--- src/mts_pkg.sv ---
// Shared constants, codes and control types for the min-tracking stack.
// Depends on nothing; the controller, datapath and top refer to it by scoped names.
package mts_pkg;

    localparam int STACK_DEPTH  = 64;
    localparam int VALUE_WIDTH  = 32;
    localparam int ENTRY_WIDTH  = VALUE_WIDTH + 2;
    localparam int ADDR_WIDTH   = $clog2(STACK_DEPTH);
    localparam int PTR_WIDTH    = $clog2(STACK_DEPTH + 1);
    localparam int STATUS_WIDTH = 2;

    // Operation codes carried on the mode field
    localparam logic MODE_PUSH = 1'b0;
    localparam logic MODE_POP  = 1'b1;

    // Result status codes
    localparam logic [STATUS_WIDTH-1:0] STATUS_OK    = 2'd0;
    localparam logic [STATUS_WIDTH-1:0] STATUS_EMPTY = 2'd1;
    localparam logic [STATUS_WIDTH-1:0] STATUS_FULL  = 2'd2;

    // Commands from the controller to the datapath
    typedef struct packed {
        logic accept;
        logic do_push;
        logic do_pop;
    } mts_cmd_t;

    // Status from the datapath to the controller
    typedef struct packed {
        logic out_free;
    } mts_stat_t;

endpackage

--- src/min_tracking_stack_top.sv ---
// A stack of signed values that reports its minimum on every push and pop, with
// no second stack: a push below the current minimum stores 2*value - min and a
// pop of an entry at or below the minimum restores the previous minimum from it.
// Each beat is taken in the idle state, where the top entry is read from the stack
// store, whose read data is registered; in the push or pop state that follows,
// pointer and minimum update and the result register loads, so the result beat is
// valid once that register holds it. The push or pop state is held while an earlier
// result beat is still stalled. A finished result waits in its own register, so the
// next beat is taken while it is outstanding. A push on a full stack and a pop on
// an empty stack change nothing and are flagged in status.
// Depends on mts_pkg, mts_ctrl, mts_datapath and mts_ram.
module min_tracking_stack_top (
    input  logic                                   clk,
    input  logic                                   rst_n,
    input  logic                                   in_valid,
    output logic                                   in_stall,
    input  logic                                   mode,
    input  logic signed [mts_pkg::VALUE_WIDTH-1:0] value,
    output logic                                   out_valid,
    input  logic                                   out_stall,
    output logic signed [mts_pkg::VALUE_WIDTH-1:0] minimum,
    output logic signed [mts_pkg::VALUE_WIDTH-1:0] popped_value,
    output logic [mts_pkg::STATUS_WIDTH-1:0]       status,
    output logic [mts_pkg::PTR_WIDTH-1:0]          occupancy
);

    mts_pkg::mts_cmd_t  cmd;
    mts_pkg::mts_stat_t dp_stat;

    mts_ctrl u_ctrl (
        .clk      (clk),
        .rst_n    (rst_n),
        .in_valid (in_valid),
        .mode     (mode),
        .in_stall (in_stall),
        .cmd      (cmd),
        .dp_stat  (dp_stat)
    );

    mts_datapath u_datapath (
        .clk          (clk),
        .rst_n        (rst_n),
        .cmd          (cmd),
        .dp_stat      (dp_stat),
        .value        (value),
        .out_valid    (out_valid),
        .out_stall    (out_stall),
        .minimum      (minimum),
        .popped_value (popped_value),
        .status       (status),
        .occupancy    (occupancy)
    );

    // Occupancy never exceeds the stack depth
    a_occ_bound: assert property (@(posedge clk) disable iff (!rst_n)
        out_valid |-> (occupancy <= mts_pkg::PTR_WIDTH'(mts_pkg::STACK_DEPTH)))
        else $error("occupancy beyond stack depth");

    // The sequencer is busy right after it takes a beat
    a_busy_after_accept: assert property (@(posedge clk) disable iff (!rst_n)
        (in_valid && !in_stall) |=> in_stall)
        else $error("input taken back to back");

    // A pop on an empty stack leaves it empty and returns nothing
    a_empty_pop: assert property (@(posedge clk) disable iff (!rst_n)
        (out_valid && status == mts_pkg::STATUS_EMPTY)
        |-> (occupancy == '0 && popped_value == '0))
        else $error("empty pop result inconsistent");

    // A refused push only happens on a full stack
    a_full_push: assert property (@(posedge clk) disable iff (!rst_n)
        (out_valid && status == mts_pkg::STATUS_FULL)
        |-> (occupancy == mts_pkg::PTR_WIDTH'(mts_pkg::STACK_DEPTH)))
        else $error("full push flagged below depth");

endmodule

--- src/mts_ram.sv ---
// Generic single-write, single-read RAM with registered read data.
// Depends on nothing; used for the stack store.
module mts_ram #(
    parameter int WIDTH = 8,
    parameter int DEPTH = 16
) (
    input  logic                     clk,
    input  logic                     we,
    input  logic [$clog2(DEPTH)-1:0] waddr,
    input  logic [WIDTH-1:0]         wdata,
    input  logic [$clog2(DEPTH)-1:0] raddr,
    output logic [WIDTH-1:0]         rdata
);

    logic [WIDTH-1:0] mem [DEPTH];

    // Write port and registered read port
    always_ff @(posedge clk)
    begin
        if (we)
        begin
            mem[waddr] <= wdata;
        end
        rdata <= mem[raddr];
    end

endmodule

--- src/mts_ctrl.sv ---
// Sequencer of the min-tracking stack: takes one beat, then runs push or pop.
// Depends on mts_pkg for the command and status types and the mode codes.
module mts_ctrl (
    input  logic               clk,
    input  logic               rst_n,
    input  logic               in_valid,
    input  logic               mode,
    output logic               in_stall,
    output mts_pkg::mts_cmd_t  cmd,
    input  mts_pkg::mts_stat_t dp_stat
);

    typedef enum logic [2:0] {
        ST_IDLE = 3'b001,
        ST_PUSH = 3'b010,
        ST_POP  = 3'b100
    } state_t;

    state_t state_reg;
    state_t state_next;

    assign in_stall = (state_reg != ST_IDLE);

    // Decode state into commands and pick the next state
    always_comb
    begin
        state_next  = state_reg;
        cmd.accept  = 1'b0;
        cmd.do_push = 1'b0;
        cmd.do_pop  = 1'b0;
        case (state_reg)
            ST_IDLE:
            begin
                if (in_valid)
                begin
                    cmd.accept = 1'b1;
                    state_next = (mode == mts_pkg::MODE_POP) ? ST_POP : ST_PUSH;
                end
            end
            ST_PUSH:
            begin
                if (dp_stat.out_free)
                begin
                    cmd.do_push = 1'b1;
                    state_next  = ST_IDLE;
                end
            end
            ST_POP:
            begin
                if (dp_stat.out_free)
                begin
                    cmd.do_pop = 1'b1;
                    state_next = ST_IDLE;
                end
            end
            default:
            begin
                state_next = ST_IDLE;
            end
        endcase
    end

    always_ff @(posedge clk or negedge rst_n)
    begin
        if (!rst_n)
        begin
            state_reg <= ST_IDLE;
        end
        else
        begin
            state_reg <= state_next;
        end
    end

endmodule

--- src/mts_datapath.sv ---
// Datapath of the min-tracking stack: pointer, minimum, stack store, result register.
// Depends on mts_pkg and instantiates mts_ram for the stack store.
module mts_datapath (
    input  logic                                     clk,
    input  logic                                     rst_n,
    input  mts_pkg::mts_cmd_t                        cmd,
    output mts_pkg::mts_stat_t                       dp_stat,
    input  logic signed [mts_pkg::VALUE_WIDTH-1:0]   value,
    output logic                                     out_valid,
    input  logic                                     out_stall,
    output logic signed [mts_pkg::VALUE_WIDTH-1:0]   minimum,
    output logic signed [mts_pkg::VALUE_WIDTH-1:0]   popped_value,
    output logic [mts_pkg::STATUS_WIDTH-1:0]         status,
    output logic [mts_pkg::PTR_WIDTH-1:0]            occupancy
);

    localparam int VW = mts_pkg::VALUE_WIDTH;
    localparam int EW = mts_pkg::ENTRY_WIDTH;
    localparam int AW = mts_pkg::ADDR_WIDTH;
    localparam int PW = mts_pkg::PTR_WIDTH;
    localparam int SW = mts_pkg::STATUS_WIDTH;

    logic [PW-1:0]        sp_reg;
    logic [PW-1:0]        sp_next;
    logic signed [VW-1:0] min_reg;
    logic signed [VW-1:0] min_next;
    logic signed [VW-1:0] value_reg;
    logic                 out_valid_reg;
    logic                 out_valid_next;
    logic signed [VW-1:0] minimum_reg;
    logic signed [VW-1:0] minimum_next;
    logic signed [VW-1:0] popped_reg;
    logic signed [VW-1:0] popped_next;
    logic [SW-1:0]        status_reg;
    logic [SW-1:0]        status_next;

    logic                 empty;
    logic                 full;
    logic                 ram_we;
    logic [AW-1:0]        ram_waddr;
    logic [AW-1:0]        ram_raddr;
    logic [EW-1:0]        ram_wdata;
    logic [EW-1:0]        ram_rdata;

    logic signed [EW-1:0] v_ext;
    logic signed [EW-1:0] min_ext;
    logic signed [EW-1:0] push_enc;
    logic signed [EW-1:0] top_entry;
    logic signed [EW-1:0] restore;
    logic                 v_below;
    logic                 top_marks;

    assign empty   = (sp_reg == PW'(0));
    assign full    = (sp_reg == PW'(mts_pkg::STACK_DEPTH));
    assign dp_stat.out_free = !out_valid_reg || !out_stall;

    // Encode and decode arithmetic on entry-width values
    assign v_ext     = EW'(value_reg);
    assign min_ext   = EW'(min_reg);
    assign push_enc  = (v_ext <<< 1) - min_ext;
    assign top_entry = ram_rdata;
    assign restore   = (min_ext <<< 1) - top_entry;
    assign v_below   = (v_ext < min_ext);
    assign top_marks = (top_entry <= min_ext);

    // Stack store: write at the pointer, read the top entry below it
    assign ram_we    = cmd.do_push && !full;
    assign ram_waddr = sp_reg[AW-1:0];
    assign ram_raddr = sp_reg[AW-1:0] - AW'(1);
    assign ram_wdata = (!empty && v_below) ? push_enc : v_ext;

    mts_ram #(
        .WIDTH (EW),
        .DEPTH (mts_pkg::STACK_DEPTH)
    ) u_store (
        .clk   (clk),
        .we    (ram_we),
        .waddr (ram_waddr),
        .wdata (ram_wdata),
        .raddr (ram_raddr),
        .rdata (ram_rdata)
    );

    // Advance pointer and minimum, build the result beat
    always_comb
    begin
        sp_next      = sp_reg;
        min_next     = min_reg;
        minimum_next = minimum_reg;
        popped_next  = popped_reg;
        status_next  = status_reg;
        if (cmd.do_push)
        begin
            popped_next = '0;
            if (full)
            begin
                status_next  = mts_pkg::STATUS_FULL;
                minimum_next = min_reg;
            end
            else
            begin
                status_next = mts_pkg::STATUS_OK;
                sp_next     = sp_reg + PW'(1);
                if (empty || v_below)
                begin
                    min_next     = value_reg;
                    minimum_next = value_reg;
                end
                else
                begin
                    minimum_next = min_reg;
                end
            end
        end
        else if (cmd.do_pop)
        begin
            minimum_next = min_reg;
            if (empty)
            begin
                status_next = mts_pkg::STATUS_EMPTY;
                popped_next = '0;
            end
            else
            begin
                status_next = mts_pkg::STATUS_OK;
                sp_next     = sp_reg - PW'(1);
                if (top_marks)
                begin
                    popped_next = min_reg;
                    min_next    = restore[VW-1:0];
                end
                else
                begin
                    popped_next = top_entry[VW-1:0];
                end
            end
        end
    end

    // Hold the result beat until it is taken
    always_comb
    begin
        if (cmd.do_push || cmd.do_pop)
        begin
            out_valid_next = 1'b1;
        end
        else
        begin
            out_valid_next = out_valid_reg && out_stall;
        end
    end

    always_ff @(posedge clk or negedge rst_n)
    begin
        if (!rst_n)
        begin
            sp_reg        <= '0;
            min_reg       <= '0;
            out_valid_reg <= 1'b0;
        end
        else
        begin
            sp_reg        <= sp_next;
            min_reg       <= min_next;
            out_valid_reg <= out_valid_next;
        end
    end

    // Payload registers
    always_ff @(posedge clk)
    begin
        if (cmd.accept)
        begin
            value_reg <= value;
        end
        minimum_reg <= minimum_next;
        popped_reg  <= popped_next;
        status_reg  <= status_next;
    end

    assign out_valid    = out_valid_reg;
    assign minimum      = minimum_reg;
    assign popped_value = popped_reg;
    assign status       = status_reg;
    assign occupancy    = sp_reg;

endmodule
--- config.mk ---
export PLATFORM = sky130hd
export DESIGN_NAME = min_tracking_stack_top
export DESIGN_NICKNAME = d
export VERILOG_FILES = /design/src/mts_pkg.sv /design/src/min_tracking_stack_top.sv /design/src/mts_ram.sv /design/src/mts_ctrl.sv /design/src/mts_datapath.sv
export SDC_FILE = /design/constraint.sdc
export NUM_CORES = 2
export LEC_CHECK = 0
export BUFFER_PORTS_ARGS = -buffer_cell sky130_fd_sc_hd__buf_2
export CORE_MARGIN = 5
export CORE_UTILIZATION = 45
export CTS_CLUSTER_SIZE = 14
export DETAILED_ROUTE_END_ITERATION = 12
export PLACE_DENSITY_LB_ADDON = 0.3
export SYNTH_ARGS = -nofsm -noshare
export SYNTH_HDL_FRONTEND = slang
export SYNTH_SLANG_ARGS = --single-unit
--- constraint.sdc ---
create_clock -name clk -period 7.9 [get_ports clk]
set_clock_uncertainty 0.1 [all_clocks]
set_input_delay 1.185 -clock clk [delete_from_list [all_inputs] [get_ports clk]]
set_output_delay 1.185 -clock clk [all_outputs]
set_load 0.05 [all_outputs]
==> results.yml <==
drt:
  initialDrtViolationCount: 5727
  via_count: 46477
  drt-wirelength-per-cell_um: 30.5
  remaining_drc_errors: 0
  via_per_inst: 6.05
  postRouteAntennaNets: 0
  drt-pass1-iter-count: 6
  wirelength_um: 234000
critical_path:
  cp.required_ns: 8.26
  startpoint_type: "flop"
  end_kind: "flop"
  regToRegSetupSlack_ns: 2.46
  crit_type: "flop to flop"
  crit_arrival_ns: 5.80
  cp_max_fo: 64
sta:
  worst_pin_slew_ns: 1.32
  drv_slew: 0
  fin_setup_tns_ns: 0
  setup_viol: 0
  fin_crit_sh_pct: 68.8
  relSlewSlack_pct: 9.76
  rsz0062_at_grt: "false"
  min_period_ns: 5.44
  max_freq_mhz: 184
  final_hold_viol_count: 0
synthesis:
  syn_inst: 4431
  synth_area_leaders: "edfxtp_1 (72%), mux4_2 (17%), ha_1 (1.8%), dfxtp_1 (1.4%), dfrtp_1 (1.1%)"
  async_flop_share_pct: 1.83
  ys_seq_area_share_pct: 74.3
  synth_compound_area_share_pct: 2.85
  synth.cell_area_um2: 93900
  yosys.cell_types.count: 69
  synth-xor-area-share_pct: 0.653
  synthAdderAreaFrac_pct: 1.84
  synth-edff-count: 2242
  synth_top_area_share_pct: 71.7
  syn_nets: 4604
  synth-seq-cells: 2351
  synth_top_family_by_area: "multiplexers"
  synth_top_area_cell: "edfxtp_1"
  synthSimpleGateAreaFrac_pct: 1.96
  muxShareOfSynthArea_pct: 17.1
  yosys_warnings: 0
  syn_area_per_cell_um2: 21.2
  synth_flop_cell: "edfxtp_1"
grt:
  grt_pass1_wl_um: 339000
  antenna_found_initial: 16
  grt_max_degree: 133
  grt_pass1_vias: 46413
  gr-total-overflow: 0
  grt_usage_pct: 21.5
outcome:
  outcome: "complete, no violations"
placement:
  dpl_cell_area_um2: 99200
  io_buffers: 111
  dp_hpwl_um: 138000
  dp.cells: 7262
  gp_congestion: 0.910
clock_tree:
  cts_hold_buf: 0
  cts_buffers: 223
  tritoncts: "done"
  cts_root_buf: "clkbuf_16"
  clockBufferDepth: 3
  htreeDepth: 4
  clkLatencyLatePin_ns: 0.87
  numClockSinks: 2351
  clk_pin_slew_ns: 0.06
  cts_repair_resize_count: 0
  post_cts_buffers: 0
die:
  io_pins: 112
  core_um2: 207000
  start_util_pct: 45.3
  row_count: 167
  dieArea_um2: 218000
  fp.dieW_um: 467
  die_h_um: 467
cells_and_area:
  top_register: "u_datapath.u_store.mem"
  nets: 4874
  drive_gt1_share_pct: 28.7
  area_growth_pct: 13.4
  largest_reg_flops: 2176
  reg.largest.list: "u_datapath.u_store.mem (2176), u_datapath.u_store.rdata (34)"
  fin_area_um2: 106000
  n_fill_cell: 16047
  final_cell_mix: "edfxtp_1 (2242), mux4_2 (711), clkbuf_16 (225), nand2_1 (148), a21oi_1 (137)"
  stdcell_count: 7678
  mostFrequentLayoutCell: "edfxtp_1"
  utilization_pct: 51.4
worst_hold_path:
  hp-class: "flop to flop"
flow_run:
  cap_violations: 0
-- metrics by stage --
| stage | setup slack [ns] | hold WS [ns] |
|---|---|---|
| after floorplan | 1.43 | 0.378 |
| after global placement | 2.54 | 0.331 |
| after detailed placement | 2.53 | 0.338 |
| after CTS | 2.50 | 0.347 |
| after global routing | 2.24 | 0.371 |
| final | 2.46 | 0.346 |
-- worst max-delay path, cell delays in order (launching register included) --
cell and delay [ns]:
dfrtp_1 0.41, inv_1 0.18, ha_1 0.28, a21o_1 0.19
a211oi_1 0.28, o21ai_0 0.15, a221oi_1 0.37, a21oi_1 0.12
nor3_1 0.84, nand2_4 0.43, buf_4 0.44, mux2_2 1.12
-- cell families after synthesis --
kind of cell	after synthesis
AOI/OAI and AO/OA	447
xor gates and xnor gates	70
adders and majority gates	136
buffers and inverters	300
DFF	2351
muxes	716
and+or+nand+nor	411
-- path summary, 6_finish.rpt --
kind,from,endpoint,cells past startpoint
worst max-delay path,u_datapath.min_reg[17]$_DFFE_PN0P_,u_datapath.u_store.mem[16][28]$_DFFE_PP_,11
worst min-delay path,u_datapath.popped_value[29]$_SDFFE_PP0P_,u_datapath.popped_value[29]$_SDFFE_PP0P_,2
worst max register to register,u_datapath.min_reg[17]$_DFFE_PN0P_,u_datapath.u_store.mem[16][28]$_DFFE_PP_,11
worst min register to register,u_datapath.popped_value[29]$_SDFFE_PP0P_,u_datapath.popped_value[29]$_SDFFE_PP0P_,2
max in group asynchronous,rst_n,u_datapath.occupancy[0]$_DFFE_PN0P_,2
min in group asynchronous,rst_n,u_datapath.min_reg[9]$_DFFE_PN0P_,2
-- metal layers --
metal | up-vias | part of all wire, % | track usage, %
li1 | 19056 | - | -
met5 | - | 0.0081 | 0
met4 | 2 | 2.1 | 5.10
met3 | 315 | 7.8 | 3.53
met2 | 2050 | 48 | 34.4
met1 | 25054 | 42 | 31.3
-- layout make-up --
| type | count | area (um^2) | area share (%) |
|---|---|---|---|
| Antenna cell | 5 | 12.5 | 0.0117 |
| Clock buffer | 291 | 5950 | 5.59 |
| Clock inverter | 118 | 1330 | 1.25 |
| Inverter | 89 | 334 | 0.314 |
| Multi-Input combinational cell | 1780 | 23800 | 22.4 |
| Sequential cell | 2351 | 69700 | 65.5 |
| Tap cell | 2788 | 3490 | 3.28 |
| Timing Repair Buffer | 256 | 1810 | 1.70 |
-- synthesized netlist by cell type (all sizes together) (16+ instances only) --
cell type     n
edfxtp     2242
mux4        711
nand2       149
o21ai       146
nor2        143
a21oi       138
ha          133
clkbuf      121
buf          90
inv          89
dfxtp        66
a21o         47
dfrtp        42
xnor2        40
xor2         30
o22ai        26
nand4        20
nand3        16
Power is left out: the tool's default activity adds up to more than one toggle a clock period on the data nets, which glitch-free logic cannot reach.
